===== config.mk =====
export PLATFORM = sky130hd
export DESIGN_NAME = multichannel_adc_moving_sum_top_flat
export DESIGN_NICKNAME = d
export VERILOG_FILES = /design/src/rtl/core/mas_pkg.sv /design/src/rtl/core/mas_if.sv /design/src/rtl/core/multichannel_adc_moving_sum_top.sv /design/src/rtl/core/mas_ram.sv /design/src/rtl/core/mas_issue.sv /design/src/rtl/core/mas_accum.sv /design/src/flat_wrapper.sv
export SDC_FILE = /design/constraint.sdc
export NUM_CORES = 2
export LEC_CHECK = 0
export BUFFER_PORTS_ARGS = -buffer_cell sky130_fd_sc_hd__buf_2
export CAP_MARGIN = 0
export CORE_UTILIZATION = 45
export CTS_CLUSTER_SIZE = 14
export DETAILED_ROUTE_END_ITERATION = 10
export PLACE_DENSITY_LB_ADDON = 0.05
export SLEW_MARGIN = 20
export SYNTH_ARGS = -nofsm -noshare
export SYNTH_HDL_FRONTEND = slang
export SYNTH_SLANG_ARGS = --single-unit

===== constraint.sdc =====
create_clock -name clk -period 11.9 [get_ports clk]
set_clock_uncertainty 0.2 [all_clocks]
set_input_delay 1.785 -clock clk [delete_from_list [all_inputs] [get_ports clk]]
set_output_delay 1.785 -clock clk [all_outputs]
set_load 0.01 [all_outputs]

===== src/rtl/core/mas_pkg.sv =====
// Package for the multichannel ADC moving-sum block.
// Holds field widths, register index codes and the item record between stages.
// No dependencies.
package mas_pkg;

  localparam int SAMPLE_W = 10;
  localparam int SUM_W = 15;
  localparam int HEAD_W = 5;
  localparam int SEL_W = 3;
  localparam int EN_W = 8;
  localparam int LEN_FIELD_W = 6;
  localparam int LENS_W = 48;
  localparam int CFG_INDEX_W = 1;
  localparam int CFG_DATA_W = 48;

  typedef enum logic [CFG_INDEX_W-1:0] {
    REG_CHANNEL_ENABLE = 1'b0,
    REG_WINDOW_LENGTHS = 1'b1
  } reg_index_t;

  typedef struct packed {
    logic [SEL_W-1:0]    channel;
    logic                on;
    logic [HEAD_W-1:0]   head;
    logic [SAMPLE_W-1:0] sample;
  } issue_t;

endpackage


===== src/rtl/core/mas_if.sv =====
// Valid/ready channel interfaces for samples, results and configuration writes.
// Depends on mas_pkg for field widths.
interface mas_sample_if;
  logic                          valid;
  logic                          ready;
  logic [mas_pkg::SAMPLE_W-1:0]  sample;
  modport source (output valid, output sample, input ready);
  modport sink (input valid, input sample, output ready);
endinterface

interface mas_result_if;
  logic                          valid;
  logic                          ready;
  logic [mas_pkg::SEL_W-1:0]     channel;
  logic [mas_pkg::SUM_W-1:0]     window_sum;
  logic [mas_pkg::HEAD_W-1:0]    head;
  logic                          updated;
  modport source (output valid, output channel, output window_sum, output head,
                  output updated, input ready);
  modport sink (input valid, input channel, input window_sum, input head,
                input updated, output ready);
endinterface

interface mas_cfg_if;
  logic                            valid;
  logic                            ready;
  logic [mas_pkg::CFG_INDEX_W-1:0] index;
  logic [mas_pkg::CFG_DATA_W-1:0]  data;
  modport source (output valid, output index, output data, input ready);
  modport sink (input valid, input index, input data, output ready);
endinterface


===== src/rtl/core/multichannel_adc_moving_sum_top.sv =====
// Top level of the multichannel ADC moving-sum block: configuration registers and stages.
// Depends on mas_pkg, mas_if, mas_ram, mas_issue and mas_accum.
//
// Each sample beat belongs to the channel the internal selector points at; the selector
// steps 0 to 7 on every beat and wraps after 7. One result beat leaves per sample beat,
// via the s1 and result registers. The block takes one sample per cycle unless the store
// is clearing or results stall: the ring head advance and store read happen on acceptance,
// and the sum update and store write-back as the item leaves s1, on the single-port-pair
// sample store. After reset the store is cleared one entry per cycle over all its
// NUM_CHANNELS * MAX_WINDOW entries, during which no sample is taken; configuration
// writes are taken at any time and should only be made while the block is idle.
module multichannel_adc_moving_sum_top #(
  parameter int NUM_CHANNELS = 8,
  parameter int MAX_WINDOW = 32
) (
  input  logic         clk,
  input  logic         rst,
  mas_sample_if.sink   samples,
  mas_result_if.source results,
  mas_cfg_if.sink      cfg
);

  localparam int DEPTH = NUM_CHANNELS * MAX_WINDOW;
  localparam int AW = (DEPTH > 1) ? $clog2(DEPTH) : 1;

  logic [mas_pkg::EN_W-1:0]     channel_enable;
  logic [mas_pkg::LENS_W-1:0]   window_lengths;
  logic                         accept;
  logic                         busy;
  logic                         can_take;
  mas_pkg::issue_t              info;
  logic [AW-1:0]                rd_addr;
  logic [mas_pkg::SAMPLE_W-1:0] rd_data;
  logic                         wr_en;
  logic [AW-1:0]                wr_addr;
  logic [mas_pkg::SAMPLE_W-1:0] wr_data;

  assign cfg.ready = 1'b1;
  assign samples.ready = !busy && can_take;
  assign accept = samples.valid && samples.ready;

  always_ff @(posedge clk) begin
    if (rst) begin
      channel_enable <= '0;
      window_lengths <= '0;
    end else if (cfg.valid) begin
      unique case (mas_pkg::reg_index_t'(cfg.index))
        mas_pkg::REG_CHANNEL_ENABLE: channel_enable <= cfg.data[mas_pkg::EN_W-1:0];
        mas_pkg::REG_WINDOW_LENGTHS: window_lengths <= cfg.data[mas_pkg::LENS_W-1:0];
        default: ;
      endcase
    end
  end

  mas_issue #(
    .NUM_CHANNELS(NUM_CHANNELS),
    .MAX_WINDOW(MAX_WINDOW),
    .AW(AW)
  ) u_issue (
    .clk(clk),
    .rst(rst),
    .accept(accept),
    .sample(samples.sample),
    .enable(channel_enable),
    .lengths(window_lengths),
    .info(info),
    .addr(rd_addr)
  );

  mas_ram #(
    .DEPTH(DEPTH),
    .AW(AW),
    .DW(mas_pkg::SAMPLE_W)
  ) u_ram (
    .clk(clk),
    .rst(rst),
    .rd_en(accept),
    .rd_addr(rd_addr),
    .rd_data(rd_data),
    .wr_en(wr_en),
    .wr_addr(wr_addr),
    .wr_data(wr_data),
    .busy(busy)
  );

  mas_accum #(
    .NUM_CHANNELS(NUM_CHANNELS),
    .AW(AW)
  ) u_accum (
    .clk(clk),
    .rst(rst),
    .accept(accept),
    .info(info),
    .addr(rd_addr),
    .old_sample(rd_data),
    .wr_en(wr_en),
    .wr_addr(wr_addr),
    .wr_data(wr_data),
    .can_take(can_take),
    .results(results)
  );

endmodule


===== src/rtl/core/mas_ram.sv =====
// Sample store: one write port, one registered read port, clearing sweep after reset.
// Depends on nothing but its parameters.
module mas_ram #(
  parameter int DEPTH = 256,
  parameter int AW = 8,
  parameter int DW = 10
) (
  input  logic          clk,
  input  logic          rst,
  input  logic          rd_en,
  input  logic [AW-1:0] rd_addr,
  output logic [DW-1:0] rd_data,
  input  logic          wr_en,
  input  logic [AW-1:0] wr_addr,
  input  logic [DW-1:0] wr_data,
  output logic          busy
);

  logic [DW-1:0] mem [DEPTH];
  logic [AW-1:0] clr_addr;

  always_ff @(posedge clk) begin
    if (rst) begin
      busy <= 1'b1;
      clr_addr <= '0;
    end else if (busy) begin
      if (clr_addr == AW'(DEPTH - 1)) begin
        busy <= 1'b0;
      end
      clr_addr <= clr_addr + 1'b1;
    end
  end

  always_ff @(posedge clk) begin
    if (busy) begin
      mem[clr_addr] <= '0;
    end else if (wr_en) begin
      mem[wr_addr] <= wr_data;
    end
  end

  always_ff @(posedge clk) begin
    if (rd_en) begin
      rd_data <= mem[rd_addr];
    end
  end

endmodule


===== src/rtl/core/mas_issue.sv =====
// Issue stage: channel selector, per-channel ring heads and sample store address.
// Depends on mas_pkg.
module mas_issue #(
  parameter int NUM_CHANNELS = 8,
  parameter int MAX_WINDOW = 32,
  parameter int AW = 8
) (
  input  logic                            clk,
  input  logic                            rst,
  input  logic                            accept,
  input  logic [mas_pkg::SAMPLE_W-1:0]    sample,
  input  logic [mas_pkg::EN_W-1:0]        enable,
  input  logic [mas_pkg::LENS_W-1:0]      lengths,
  output mas_pkg::issue_t                 info,
  output logic [AW-1:0]                   addr
);

  localparam int CH_W = (NUM_CHANNELS > 1) ? $clog2(NUM_CHANNELS) : 1;
  localparam int HW = (MAX_WINDOW > 1) ? $clog2(MAX_WINDOW) : 1;
  localparam int CW = (HW + 1 > mas_pkg::LEN_FIELD_W) ? HW + 1 : mas_pkg::LEN_FIELD_W;

  logic [mas_pkg::SEL_W-1:0]       sel;
  logic [HW-1:0]                   heads [NUM_CHANNELS];
  logic                            on;
  logic [CH_W-1:0]                 ci;
  logic [mas_pkg::LEN_FIELD_W-1:0] len_field;
  logic [CW-1:0]                   len;
  logic [CW-1:0]                   head_plus;
  logic [CW-1:0]                   nh;

  always_comb begin
    on = (32'(sel) < NUM_CHANNELS) && enable[sel];
    ci = on ? sel[CH_W-1:0] : '0;
    len_field = lengths[mas_pkg::LEN_FIELD_W*sel +: mas_pkg::LEN_FIELD_W];
    len = CW'(len_field);
    if (len == '0) begin
      len = CW'(1);
    end
    if (len > CW'(MAX_WINDOW)) begin
      len = CW'(MAX_WINDOW);
    end
    head_plus = CW'(heads[ci]) + CW'(1);
    nh = (head_plus >= len) ? '0 : head_plus;
    addr = AW'(ci) * AW'(MAX_WINDOW) + AW'(nh);
    info.channel = sel;
    info.on = on;
    info.head = on ? nh[mas_pkg::HEAD_W-1:0] : '0;
    info.sample = sample;
  end

  always_ff @(posedge clk) begin
    if (rst) begin
      sel <= '0;
      for (int i = 0; i < NUM_CHANNELS; i++) begin
        heads[i] <= '0;
      end
    end else if (accept) begin
      sel <= sel + 1'b1;
      if (on) begin
        heads[ci] <= nh[HW-1:0];
      end
    end
  end

endmodule


===== src/rtl/core/mas_accum.sv =====
// Accumulate stage: running sums, store write-back and the result register.
// Depends on mas_pkg.
module mas_accum #(
  parameter int NUM_CHANNELS = 8,
  parameter int AW = 8
) (
  input  logic                         clk,
  input  logic                         rst,
  input  logic                         accept,
  input  mas_pkg::issue_t              info,
  input  logic [AW-1:0]                addr,
  input  logic [mas_pkg::SAMPLE_W-1:0] old_sample,
  output logic                         wr_en,
  output logic [AW-1:0]                wr_addr,
  output logic [mas_pkg::SAMPLE_W-1:0] wr_data,
  output logic                         can_take,
  mas_result_if.source                 results
);

  localparam int CH_W = (NUM_CHANNELS > 1) ? $clog2(NUM_CHANNELS) : 1;

  logic                        s1_valid;
  mas_pkg::issue_t             s1;
  logic [AW-1:0]               s1_addr;
  logic [mas_pkg::SUM_W-1:0]   sums [NUM_CHANNELS];
  logic [CH_W-1:0]             ci;
  logic [mas_pkg::SUM_W-1:0]   sum_next;
  logic                        advance;

  always_comb begin
    advance = s1_valid && (!results.valid || results.ready);
    can_take = !s1_valid || advance;
    ci = s1.on ? s1.channel[CH_W-1:0] : '0;
    sum_next = sums[ci] - mas_pkg::SUM_W'(old_sample) + mas_pkg::SUM_W'(s1.sample);
    wr_en = advance && s1.on;
    wr_addr = s1_addr;
    wr_data = s1.sample;
  end

  always_ff @(posedge clk) begin
    if (rst) begin
      s1_valid <= 1'b0;
      results.valid <= 1'b0;
      for (int i = 0; i < NUM_CHANNELS; i++) begin
        sums[i] <= '0;
      end
    end else begin
      if (accept) begin
        s1_valid <= 1'b1;
      end else if (advance) begin
        s1_valid <= 1'b0;
      end
      if (advance) begin
        results.valid <= 1'b1;
        if (s1.on) begin
          sums[ci] <= sum_next;
        end
      end else if (results.ready) begin
        results.valid <= 1'b0;
      end
    end
  end

  always_ff @(posedge clk) begin
    if (accept) begin
      s1 <= info;
      s1_addr <= addr;
    end
    if (advance) begin
      results.channel <= s1.channel;
      results.window_sum <= s1.on ? sum_next : '0;
      results.head <= s1.head;
      results.updated <= s1.on;
    end
  end

endmodule

===== src/flat_wrapper.sv =====
// flat-port wrapper written by rule: the top's interface ports become plain ports
module multichannel_adc_moving_sum_top_flat 
#(
  parameter int NUM_CHANNELS = 8,
  parameter int MAX_WINDOW = 32
)
  (clk, rst, samples_valid, samples_sample, samples_ready, results_valid, results_channel, results_window_sum, results_head, results_updated, results_ready, cfg_valid, cfg_index, cfg_data, cfg_ready);
  mas_sample_if samples_i ();
  mas_result_if results_i ();
  mas_cfg_if cfg_i ();
  input  logic clk;
  input  logic rst;
  input wire logic [$bits(samples_i.valid)-1:0] samples_valid;
  input wire logic [$bits(samples_i.sample)-1:0] samples_sample;
  output wire logic [$bits(samples_i.ready)-1:0] samples_ready;
  output wire logic [$bits(results_i.valid)-1:0] results_valid;
  output wire logic [$bits(results_i.channel)-1:0] results_channel;
  output wire logic [$bits(results_i.window_sum)-1:0] results_window_sum;
  output wire logic [$bits(results_i.head)-1:0] results_head;
  output wire logic [$bits(results_i.updated)-1:0] results_updated;
  input wire logic [$bits(results_i.ready)-1:0] results_ready;
  input wire logic [$bits(cfg_i.valid)-1:0] cfg_valid;
  input wire logic [$bits(cfg_i.index)-1:0] cfg_index;
  input wire logic [$bits(cfg_i.data)-1:0] cfg_data;
  output wire logic [$bits(cfg_i.ready)-1:0] cfg_ready;
  assign samples_i.valid = samples_valid;
  assign samples_i.sample = samples_sample;
  assign samples_ready = samples_i.ready;
  assign results_valid = results_i.valid;
  assign results_channel = results_i.channel;
  assign results_window_sum = results_i.window_sum;
  assign results_head = results_i.head;
  assign results_updated = results_i.updated;
  assign results_i.ready = results_ready;
  assign cfg_i.valid = cfg_valid;
  assign cfg_i.index = cfg_index;
  assign cfg_i.data = cfg_data;
  assign cfg_ready = cfg_i.ready;
  multichannel_adc_moving_sum_top #(.NUM_CHANNELS(NUM_CHANNELS), .MAX_WINDOW(MAX_WINDOW)) u_core (.clk(clk), .rst(rst), .samples(samples_i), .results(results_i), .cfg(cfg_i));
endmodule

==> run metrics <==
Routed Antenna Nets=0; post-CTS sizing=0; slew margin rel.=-2.38%; TNS Setup=0 ns; status=finished with violations; Num CTS Buffers=roughly 320; sequential share of the synthesized area=between 70 and 80%; Final Wtd Congestion=approximately 0.91; Required @ worst endpoint=roughly 12 ns; top_reg_cell synth=edfxtp_1; final period utilization=84.0%; Pwr Density=roughly 170 nW/um2; Yosys reg bits=2851; R2R depth=25; Routed wire per std cell=~32 um; setup slack, reg-to-reg=between 1.5 and 2 ns; core area=258000 um2; Tot GR Track Use=between 30% and 40%; RSZ-0062 raised after global routing=no; Worst Min Path Start=u_core.u_accum.s1[11]$_SDFFCE_PN0P_; area grow syn2layout=12.5%; Final HPWL DP=238000 um; Post-synth EDFFs=between 2000 and 3000; R2R Path End=u_core.u_ram.rd_data[3]$_DFFE_PP_; failing checks=slew limit; I/O pin cnt=91; R2R Path Start=u_core.u_issue.sel[1]$_SDFFE_PP0P_; Via density=about 6.2; Worst Max-Slew Pin Slew=about 1.5 ns; Synth Net Count=between 9000 and 10000; CP peak stage delay=0.88 ns; Die Wd=512 um; worst setup path class=reg -> reg; Clock Tree Root=clkbuf_16; fin area=132000 um2; Die Ht=about 500 um; Startpoint Class=register; Net count, final=9046; CP most frequent cell=a311oi_1; Bufs and invs on worst path=6; layout cell share with drive strength beyond 1=a little over a tenth; total wire length=404000 um; CTS tree=built; initial cell density of the core=between 40% and 50%; clk sink count=between 2000 and 3000; detailed-route DRC error count=0; fin crit period=approximately 10 ns; H-Tree Depth=5; Clock Latency Late Sink=0.89 ns; GRT overflow=0; async set-reset flop share out of synthesis=0%; Post-DP Area=roughly 120000 um2; Fillers=roughly 22000; Slew Limit Fails=32; register area=roughly 85000 um2; setup violators final=0; most frequent cells in the layout=2781 x edfxtp_1, 1411 x nand2_1, 664 x nor2_1; Mapped Area=117000 um2; via count=between 70000 and 80000; YS warnings=0; Max Clk Rate=0.100 GHz; max-cap violations=0; Layout Cells excl Fill=12600; setup bufs post-CTS=0; vias in the first global route=between 70000 and 80000; WHS Endpoint=u_core.u_accum.results.head[1]$_DFFE_PP_; most common cell after layout, fill and taps aside=edfxtp_1; Rows=around 190; worst min path class=reg -> reg; starting DRC count in detailed routing=9936; CTS Buffer Depth=4; CP Max Fanout=~110; Lkg Pwr=around 42 nW; CP arrival=between 10 and 15 ns; VDD IR-drop max=0.170 mV; multi-input logic area=~29000 um2; CP Capture Type=register; initial antenna violation count=11; Hold Buf Count CTS=0; Reg clk slew, reported paths=approximately 0.060 ns; cell total after placement=between 10000 and 15000; Unique masters post-synth=90; hold path depth=0; largest net degree at the start of global routing=around 190; Fin. Hold Viols=0; Finished Core Util=between 50 and 60%; post-synthesis average cell area=~13 um2; critical path's slowest cell=o21ai_4; DIE AREA=262000 um2; Pre-antenna DRT Iters=8; PortBufs=89; first-pass GRT wire length=approximately 570000 um; delay-heaviest family, CP=compound AO/OA/AOI/OAI gates; hold_ws=~0.22 ns; Cells after Synth=around 9000
## per-stage QoR
| stage | setup WS (ns) | power (mW) |
|---|---|---|
| after floorplan | 0.638 | 12.1 |
| after global placement | 1.64 | 12.9 |
| after detailed placement | 2.08 | 13.0 |
| after CTS | 2.06 | 22.2 |
| after global routing | 1.63 | 22.7 |
| final | 1.91 | 22.1 |
## cell type report
| class | count | area share (%) |
|---|---|---|
| diodes | 6 | 0.0114 |
| clock buffers | 413 | 6.39 |
| clock inverters | 145 | 0.945 |
| inverters | 65 | 0.216 |
| multi-input cells | 5343 | 22.4 |
| flip-flops and latches | 2851 | 64.6 |
| well taps | 3384 | 3.22 |
| repair buffers | 370 | 2.25 |
## registers in the layout (all words and copies together) (netlist names)
register / cells
u_core.channel_enable: 8
u_core.u_accum.results.channel: 3
u_core.u_accum.results.head: 5
u_core.u_accum.results.updated: 1
u_core.u_accum.results.valid: 1
u_core.u_accum.results.window_sum: 15
u_core.u_accum.s1: 9
u_core.u_accum.s1_valid: 1
u_core.u_accum.sums: 120
u_core.u_accum.wr_addr: 8
u_core.u_accum.wr_data: 10
u_core.u_issue.heads: 40
u_core.u_issue.sel: 3
u_core.u_ram.busy: 1
u_core.u_ram.clr_addr: 8
u_core.u_ram.mem: 2560
u_core.u_ram.rd_data: 10
u_core.window_lengths: 48
## metal layers
layer	wire length [um]	global-route usage (%)	vias up	share of wire (%)
li1	-	-	33700	-
met1	166000	42.3	40200	41
met2	185000	47.0	3802	46
met3	35500	5.68	697	8.8
met4	16900	11.6	0	4.2
met5	0	0	-	0
## how the worst max path moves through the flow
stage | slack [ns] | start | endpoint | cells past startpoint
after detailed placement | 2.08 | u_core.u_issue.sel[1]$_SDFFE_PP0P_ | u_core.u_ram.rd_data[3]$_DFFE_PP_ | 25
final | 1.91 | u_core.u_issue.sel[1]$_SDFFE_PP0P_ | u_core.u_ram.rd_data[3]$_DFFE_PP_ | 25
after floorplan | 0.64 | results_ready | u_core.u_ram.mem[0][1]$_DFFE_PP_ | 5
after global routing | 1.63 | u_core.u_issue.sel[1]$_SDFFE_PP0P_ | u_core.u_ram.rd_data[3]$_DFFE_PP_ | 25
after CTS | 2.06 | u_core.u_issue.sel[1]$_SDFFE_PP0P_ | u_core.u_ram.rd_data[3]$_DFFE_PP_ | 25
after global placement | 1.64 | u_core.u_issue.sel[1]$_SDFFE_PP0P_ | u_core.u_ram.rd_data[7]$_DFFE_PP_ | 22
## worst reg2reg max path, delay by kind of cell, from the launching register on
family / cells / cell delay [ns]
flip-flops: 1 / 0.74
XOR/XNOR: 1 / 0.13
buffers and inverters: 6 / 2.29
adder cells (fa/ha/maj): 2 / 0.76
AO/OA/AOI/OAI: 11 / 3.89
multiplexers: 2 / 1.01
AND/OR/NAND/NOR: 3 / 0.73
## cell families (layout without fill, tap and decap cells)
| group | after synthesis | in the layout | synth area share (%) |
|---|---|---|---|
| flip-flops | 2851 | 2851 | 72.6 |
| XOR/XNOR | 21 | 21 | 0.164 |
| buffers and inverters | 737 | 993 | 2.68 |
| other | 1 | 7 | 0.00321 |
| AND/OR/NAND/NOR | 3814 | 3814 | 14.6 |
| multiplexers | 197 | 197 | 1.90 |
| AO/OA/AOI/OAI | 1274 | 1274 | 7.57 |
| adder cells (fa/ha/maj) | 36 | 36 | 0.449 |
## Yosys cell counts (all sizes together), types with 14 or more instances
library cell / number / area share [%]
o2111ai: 18 / 0.13
nand2b: 33 / 0.18
a21o: 23 / 0.15
o311ai: 100 / 0.75
ha: 26 / 0.28
and3: 112 / 0.60
inv: 62 / 0.20
nor4: 31 / 0.18
nor3: 504 / 2.2
a221oi: 18 / 0.14
a311oi: 118 / 0.88
a21oi: 219 / 0.94
nand4: 28 / 0.15
a211oi: 39 / 0.25
o22ai: 36 / 0.19
o21ai: 203 / 0.88
dfxtp: 70 / 1.2
a22oi: 32 / 0.22
mux2i: 163 / 1.4
edfxtp: 2781 / 71
o211ai: 198 / 1.3
o31ai: 35 / 0.22
and2: 14 / 0.075
nand2: 1419 / 4.6
o221ai: 23 / 0.17
or3: 258 / 1.4
buf: 314 / 1.3
nor2: 785 / 2.5
clkbuf: 358 / 1.1
nand3: 577 / 2.5
mux2: 17 / 0.17
a31oi: 114 / 0.62
mux4: 17 / 0.33
## power breakdown
part           leakage [nW]  internal, mW  switching (mW)  total (mW)
Combinational          12.0         0.462            1.40        1.86
Clock                  4.68          5.35            4.01        9.36
Sequential             25.5          10.9          0.0158        10.9
Note: power is estimated with default switching activity, not from simulation.
